$ cat src/rtl/scd_pkg.sv
// Shared types and constants of the stale connection detector.
package scd_pkg;

   // Field widths
   localparam int ID_W        = 32;
   localparam int STATE_W     = 4;
   localparam int COUNT_W     = 16;
   localparam int REQ_TDATA_W = 40;
   localparam int RSP_TDATA_W = 40;
   localparam int CSR_INDEX_W = 2;
   localparam int CSR_DATA_W  = 16;

   // Register reset values and counter ceiling
   localparam logic [COUNT_W-1:0] THRESH_RESET = 16'd1200;
   localparam logic [STATE_W-1:0] WATCH_RESET  = 4'd8;
   localparam logic [COUNT_W-1:0] COUNT_MAX    = 16'hFFFF;

   // Configuration register indexes
   localparam logic [CSR_INDEX_W-1:0] CSR_DWELL_THRESHOLD = 2'd0;
   localparam logic [CSR_INDEX_W-1:0] CSR_WATCH_STATE     = 2'd1;

   // One tracked connection as stored in the table
   typedef struct packed {
      logic [ID_W-1:0]    id;
      logic [STATE_W-1:0] state;
      logic [COUNT_W-1:0] count;
      logic               marked;
   } entry_type;

   // Controller states
   typedef enum logic [1:0] {
      ST_IDLE,
      ST_SCAN,
      ST_COMMIT
   } ctrl_state_type;

   // Controller to datapath
   typedef struct packed {
      logic start;
      logic scan;
      logic commit;
   } dp_cmd_type;

   // Datapath to controller
   typedef struct packed {
      logic hit;
      logic miss;
   } dp_status_type;

endpackage

$ cat src/rtl/scd_controller.sv
// Controller: sequences accept, table scan, commit and result handoff.
module scd_controller (
   input  logic                    clock,
   input  logic                    reset,
   input  logic                    req_tvalid,
   output logic                    req_tready,
   output logic                    rsp_tvalid,
   input  logic                    rsp_tready,
   input  scd_pkg::dp_status_type  status,
   output scd_pkg::dp_cmd_type     cmd
);
   import scd_pkg::*;

   ctrl_state_type state_ff, state_in;
   logic           rsp_valid_ff, rsp_valid_in;
   logic           slot_free;

   // Result slot frees when empty or taken this cycle
   assign slot_free = !rsp_valid_ff || rsp_tready;

   // Next state
   always_comb begin
      state_in = state_ff;
      unique case (state_ff)
         ST_IDLE:   if (req_tvalid) state_in = ST_SCAN;
         ST_SCAN:   if (status.hit || status.miss) state_in = ST_COMMIT;
         ST_COMMIT: if (slot_free) state_in = ST_IDLE;
         default:   state_in = ST_IDLE;
      endcase
   end

   // Outputs
   always_comb begin
      req_tready = 1'b0;
      cmd        = '0;
      unique case (state_ff)
         ST_IDLE: begin
            req_tready = 1'b1;
            cmd.start  = req_tvalid;
         end
         ST_SCAN:   cmd.scan   = 1'b1;
         ST_COMMIT: cmd.commit = slot_free;
         default: ;
      endcase
   end

   // Hold the result word until taken
   always_comb begin
      if (cmd.commit) begin
         rsp_valid_in = 1'b1;
      end else if (rsp_tready) begin
         rsp_valid_in = 1'b0;
      end else begin
         rsp_valid_in = rsp_valid_ff;
      end
   end

   always_ff @(posedge clock) begin
      if (reset) begin
         state_ff     <= ST_IDLE;
         rsp_valid_ff <= 1'b0;
      end else begin
         state_ff     <= state_in;
         rsp_valid_ff <= rsp_valid_in;
      end
   end

   assign rsp_tvalid = rsp_valid_ff;

endmodule

$ cat config.mk
export PLATFORM = sky130hd
export DESIGN_NAME = scd_controller
export DESIGN_NICKNAME = d
export VERILOG_FILES = /design/src/rtl/scd_pkg.sv /design/src/rtl/scd_controller.sv
export SDC_FILE = /design/constraint.sdc
export NUM_CORES = 1
export LEC_CHECK = 0
export BUFFER_PORTS_ARGS = -buffer_cell sky130_fd_sc_hd__buf_2
export CAP_MARGIN = 20
export CELL_PAD_IN_SITES_DETAIL_PLACEMENT = 0
export CELL_PAD_IN_SITES_GLOBAL_PLACEMENT = 1
export CORE_AREA = 4 4 41 43
export DETAILED_ROUTE_END_ITERATION = 16
export DIE_AREA = 0 0 45 47
export GPL_TIMING_DRIVEN = 0
export PLACE_DENSITY = 0.43
export SLEW_MARGIN = 20
export SYNTH_ARGS = -nofsm -noshare
export SYNTH_HDL_FRONTEND = slang
export SYNTH_SLANG_ARGS = --single-unit
$ cat constraint.sdc
create_clock -name clock -period 1.1 [get_ports clock]
set_clock_uncertainty 0.1 [all_clocks]
set_input_delay 0.165 -clock clock [delete_from_list [all_inputs] [get_ports clock]]
set_output_delay 0.165 -clock clock [all_outputs]
set_load 0.1 [all_outputs]
==> flow_metrics.py, run 1 <==
metrics = {
    "outcome": {
        "outcome": "finished, violations left",
        "violations": "setup timing",
    },
    "timing": {
        "hold_viol": 0,
        "worst_slew_pin_slew_ps": 201,
        "finalMaxSlewViolations": 0,
        "finalWorstSetupSlack_ps": -205,
        "timing.hold.ws_ps": 19.3,
        "finalCritPeriodShare_pct": 119,
        "timing.slew.headroom_pct": 86.6,
        "fin_crit_ps": 1300,
        "setup_viol": 4,
        "max_freq_ghz": 0.766,
        "rsz0062_at_grt": "true",
    },
    "logic_synthesis": {
        "ys_ff_latch": 3,
        "yosysSeqAreaShare_pct": 37.5,
        "ys_types": 14,
        "synth.avg_cell_area_um2": 9.42,
        "syn_area_um2": 160,
        "syn_inst": 17,
        "yosys_warnings": 0,
        "syn_nets": 23,
    },
    "worst_setup_path": {
        "crit_fanout": 4,
        "critPathKind": "reg -> out",
        "arrival_ps": 1040,
        "critPathLaunchType": "flop",
        "crit_required_ps": 830,
        "cp-end-kind": "primary output",
    },
    "clock_network": {
        "cts_tree": "yes",
        "clock_sinks": 3,
        "max-clock-path-buffers": 2,
        "htreeDepth": 1,
        "cts_root_buf": "clkbuf_4",
        "numCtsBuffers": 3,
        "clk_latency_ps": 230,
        "cts.clk_slew.worst_paths_ps": 30,
    },
    "power": {
        "netSwitchingPower_mw": 0.177,
        "ir_drop_v": 0.000686,
        "p_leak_nw": 0.162,
        "p_int_mw": 0.330,
        "power-per-cell-area_nw_per_um2": 1360,
        "seq_power_share_pct": 23.7,
        "p_comb_share_pct": 39.8,
        "clkPwrFrac_pct": 36.5,
        "p_sw_share_pct": 35.0,
    },
    "finish": {
        "fill_cells": 144,
        "layout-area-overhead-vs-synth_pct": 133,
        "drive_above_1_share_pct": 81.3,
        "antennaDiodeCount": 0,
        "fin_area_um2": 373,
        "fin_util_pct": 28.7,
        "layout.nets": 39,
    },
    "detailed_routing": {
        "routed_wl_um": 385,
        "vias_per_cell": 3.40,
        "via_count": 160,
        "ant_nets": 0,
        "wire_per_inst_um": 8.19,
        "drt_iter0_markers": 1,
        "drc": 0,
        "firstDrtPassIters": 2,
    },
    "job": {
        "drv_cap": 0,
    },
    "die": {
        "dieArea_um2": 2120,
        "ios": 11,
        "coreArea_um2": 1300,
        "fp.dieH_um": 47,
        "die_x_um": 45,
        "initial_core_util_pct": 12.3,
        "rows": 13,
    },
    "global_routing": {
        "grt_pass1_vias": 167,
        "grt_use_total_pct": 5.13,
        "grt_max_degree": 5,
        "grt_pass1_wl_um": 676,
        "antenna_found_initial": 0,
        "grt.overflow.total": 0,
    },
    "min_path": {
        "hp-class": "in -> reg",
    },
    "placement": {
        "dp_hpwl_um": 305,
        "pre_cts_slack_ps": -283,
        "placed_cell_area_um2": 273,
        "port_buffers": 10,
        "gp_congestion": 0.603,
    },
}
-- synth_stat cells --
cell type / number / area [um2]
nor3_1: 1 / 5.00
nand2b_1: 1 / 6.26
o21ai_2: 1 / 8.76
or2_0: 1 / 6.26
a21oi_1: 1 / 5.00
nor2b_1: 1 / 6.26
mux2i_1: 1 / 10.0
and2b_2: 1 / 8.76
dfxtp_1: 3 / 60.1
nor2_1: 2 / 7.51
and2_1: 1 / 6.26
nand2b_4: 1 / 13.8
buf_4: 1 / 7.51
a21oi_2: 1 / 8.76
-- repair_timing --
item,in CTS,in global routing
endpoints found under the setup margin,5,5
pin swaps,0,2
setup buffers,1,2
resized for setup,20,2
hold buffers,0,0
-- power groups by stage --
stage / logic (mW) / clock network [mW] / registers (mW)
detailed placement: 0.151 / 0 / 0.124
global placement: 0.151 / 0 / 0.124
global route: 0.209 / 0.212 / 0.121
floorplan: 0.119 / 0 / 0.132
finish: 0.202 / 0.185 / 0.120
CTS: 0.192 / 0.197 / 0.120
-- kinds of logic after synthesis --
kind of cell	share of synthesized area [%]
and+or+nand+nor	37.5
muxes	6.25
DFF	37.5
buffers and inverters	4.69
AOI/OAI and AO/OA	14.1
-- metal layers --
metal | vias to the layer above | share of wire, % | global-route usage (%)
li1 | 86 | - | -
met1 | 64 | 38 | 4.52
met2 | 10 | 44 | 6.78
met3 | 0 | 18 | 6.90
met4 | 0 | 0 | 1.75
met5 | - | 0 | 0
-- state kept, by name, summed over array words and instances, names as in the netlist --
name        count
rsp_tvalid      1
state_ff        2
-- metrics by stage --
stage          total power, mW  std cells  setup TNS, ps
2_1_floorplan            0.250         17           -731
3_5_place_dp             0.276         42           -597
6_report                 0.507         47           -704
3_3_place_gp             0.275         42           -589
5_1_grt                  0.543         47           -882
4_1_cts                  0.510         46           -705
-- cells in the final DEF (no fill, tap or decap), drive strengths merged --
cell type and n:
buf 12, and2 1, nand2b 2, dfxtp 3
clkbuf 4, nor2b 1, or2 1, and2b 1
o21ai 1, nor2 2, mux2i 1, a21oi 2
nor3 1
-- worst max-delay path, stage by stage (launching register included) --
cell and delay (ps):
dfxtp_4 350, nand2b_4 150, nor2b_4 130, buf_12 180
-- worst paths after layout --
path | from | end | slack [ps] | cells after the start
worst min register to register | state_ff[1] | state_ff[0] | 370 | 1
worst min-delay path | reset | state_ff[1] | 20 | 2
worst max register to register | state_ff[1] | state_ff[1] | 40 | 4
worst max-delay path | state_ff[0] | cmd[0] | -200 | 3
-- cell type report --
| class | instances | area (um2) | area share (%) |
|---|---|---|---|
| Timing Repair Buffer | 12 | 139 | 37.2 |
| Sequential cell | 3 | 71.3 | 19.1 |
| Multi-Input combinational cell | 13 | 118 | 31.5 |
| Clock buffer | 4 | 26.3 | 7.05 |
| Tap cell | 15 | 18.8 | 5.03 |
No activity file was read; power rests on OpenSTA's default activity.
==> inputs of run 2 (changes only) <==
Settings changed: ABC_AREA set to 1, PLACE_DENSITY 0.43 to 0.46.
==> run 2 against run 1 <==
Effect of this change: the run still ends with setup timing left; sequential power barely moved; via count is 30% higher; sequential share of layout area down 1.8 points; critical endpoint unchanged; highest routed layer is now met4.
==> flow_metrics.py, run 2 <==
metrics = {
    "clock_network": {
        "cts_root_buf": "clkbuf_4",
        "clock_sinks": 3,
        "cts.clk_slew.worst_paths_ps": 40,
        "htreeDepth": 1,
        "clk_latency_ps": 230,
        "cts_tree": "yes",
        "max-clock-path-buffers": 2,
        "numCtsBuffers": 3,
        "hold_buffers": 0,
    },
    "global_routing": {
        "grt_max_degree": 5,
        "grt_pass1_wl_um": 821,
        "grt_use_total_pct": 6.08,
        "grt_pass1_vias": 211,
        "grt.overflow.total": 0,
        "antenna_found_initial": 0,
    },
    "detailed_routing": {
        "ant_nets": 0,
        "via_count": 208,
        "routed_wl_um": 489,
        "vias_per_cell": 3.65,
        "drt_iter0_markers": 0,
        "wire_per_inst_um": 8.58,
        "drc": 0,
        "firstDrtPassIters": 1,
    },
    "die": {
        "coreArea_um2": 1300,
        "initial_core_util_pct": 13.1,
        "rows": 13,
        "dieArea_um2": 2120,
        "fp.dieH_um": 47,
        "die_x_um": 45,
        "ios": 11,
    },
    "job": {
        "drv_cap": 0,
    },
    "timing": {
        "setup_viol": 5,
        "hold_viol": 0,
        "finalMaxSlewViolations": 0,
        "rsz0062_at_grt": "true",
        "finalWorstSetupSlack_ps": -226,
        "tns_ps": -744,
        "fin_crit_ps": 1330,
        "max_freq_ghz": 0.754,
        "finalCritPeriodShare_pct": 121,
        "worst_slew_pin_slew_ps": 201,
        "timing.slew.headroom_pct": 86.6,
    },
    "logic_synthesis": {
        "syn_area_um2": 170,
        "synthTopCellsByArea": "dfxtp_1, inv_1, nand2_1",
        "synth_commonest_cells": "inv_1, nand2_1, dfxtp_1, nor2_1, a21oi_2",
        "synth_edf_count": 0,
        "synthArstFlopShare_pct": 0,
        "ys.flop_type": "dfxtp_1",
        "synth.avg_cell_area_um2": 7.09,
        "syn_inst": 24,
        "synth_top_cell_by_area": "dfxtp_1",
        "syn_nets": 30,
        "ys_ff_latch": 3,
        "yosys_warnings": 0,
        "yosysSeqAreaShare_pct": 35.3,
        "synth.top_cell.area_share_pct": 35.3,
        "ys_types": 11,
    },
    "finish": {
        "drive_above_1_share_pct": 78.6,
        "fin_util_pct": 31.6,
        "final_common_cell": "buf_2",
        "mostFrequentLayoutCells": "buf_2, nand2_1, buf_12, buf_4",
        "antennaDiodeCount": 0,
        "fin_area_um2": 412,
        "top_register": "state_ff",
        "largest_reg_flops": 2,
        "layout-area-overhead-vs-synth_pct": 142,
        "layout.nets": 49,
        "fin_cells": 57,
    },
    "placement": {
        "dp_cells": 49,
        "dp_hpwl_um": 348,
        "pre_cts_slack_ps": -452,
        "placed_cell_area_um2": 262,
        "gp_congestion": 0.618,
        "port_buffers": 10,
    },
    "worst_setup_path": {
        "critPathKind": "reg -> out",
        "crit_chain": "inv_4 > nor3_4 > buf_12",
        "critPathLaunchType": "flop",
        "crit_required_ps": 830,
        "path_delay_family": "flip-flops",
        "cp-end-kind": "primary output",
        "cp_slowest_cell": "dfxtp_4",
        "arrival_ps": 1060,
        "cpPeakStageDelay_ps": 380,
        "crit_fanout": 3,
        "crit_buf_inv": 2,
    },
    "outcome": {
        "violations": "setup timing",
        "outcome": "finished, violations left",
    },
    "min_path": {
        "hp-class": "in -> reg",
    },
    "power": {
        "ir_drop_v": 0.000523,
        "seq_power_share_pct": 23.2,
        "power-per-cell-area_nw_per_um2": 1280,
        "p_comb_share_pct": 40.8,
        "p_int_mw": 0.332,
        "p_sw_share_pct": 36.9,
        "clkPwrFrac_pct": 36.0,
        "p_leak_nw": 0.173,
        "netSwitchingPower_mw": 0.195,
    },
}
run 2: cells by family (layout without fill, tap and decap cells):
| kind of cell | count (synthesis) | after routing | share of synthesized area [%] |
|---|---|---|---|
| AOI/OAI and AO/OA | 3 | 3 | 16.2 |
| buffers and inverters | 7 | 25 | 17.6 |
| DFF | 3 | 3 | 35.3 |
| and+or+nand+nor | 11 | 11 | 30.9 |
run 2: worst paths after layout:
kind / start / endpoint / slack, ps / cells after the start
setup / recovery: state_ff[1] / cmd[0] / -230 / 3
hold / removal: reset / state_ff[1] / 20 / 2
setup reg to reg: state_ff[1] / state_ff[1] / 0 / 6
hold reg to reg: state_ff[0] / state_ff[1] / 490 / 3
run 2: cell type report:
cell class | count | area, um2
Tap cell | 15 | 18.8
Timing Repair Buffer | 15 | 158
Inverter | 6 | 28.8
Sequential cell | 3 | 71.3
Fill cell | 150 | 890
Multi-Input combinational cell | 14 | 109
Clock buffer | 4 | 26.3
run 2: through the flow:
step,hold WS [ps],total power [mW]
after global placement,260,0.272
final,21.6,0.527
after CTS,12.7,0.527
after global routing,22.3,0.559
after detailed placement,266,0.273
after floorplan,120,0.247
run 2: routing by layer:
metal / global-route usage [%] / vias up / part of all wire, % / wire length (um)
met5: 0 / - / 0 / 0
met4: 7.02 / 0 / 1.0 / 5
met3: 4.21 / 2 / 12 / 57
met2: 9.89 / 11 / 49 / 240
met1: 4.31 / 91 / 38 / 185
li1: - / 104 / - / -
run 2: timing repair:
item | in CTS | in global routing
endpoints found under the setup margin | 5 | 4
pin swaps | 4 | 2
resized for setup | 24 | 4
buffers inserted | 3 | 2
run 2: power by group through the flow:
stage	registers (mW)	clock network (mW)	logic, mW
2_1_floorplan	0.131	0	0.116
3_3_place_gp	0.123	0	0.148
3_5_place_dp	0.124	0	0.149
4_1_cts	0.121	0.202	0.204
5_1_grt	0.124	0.211	0.224
6_report	0.122	0.189	0.215
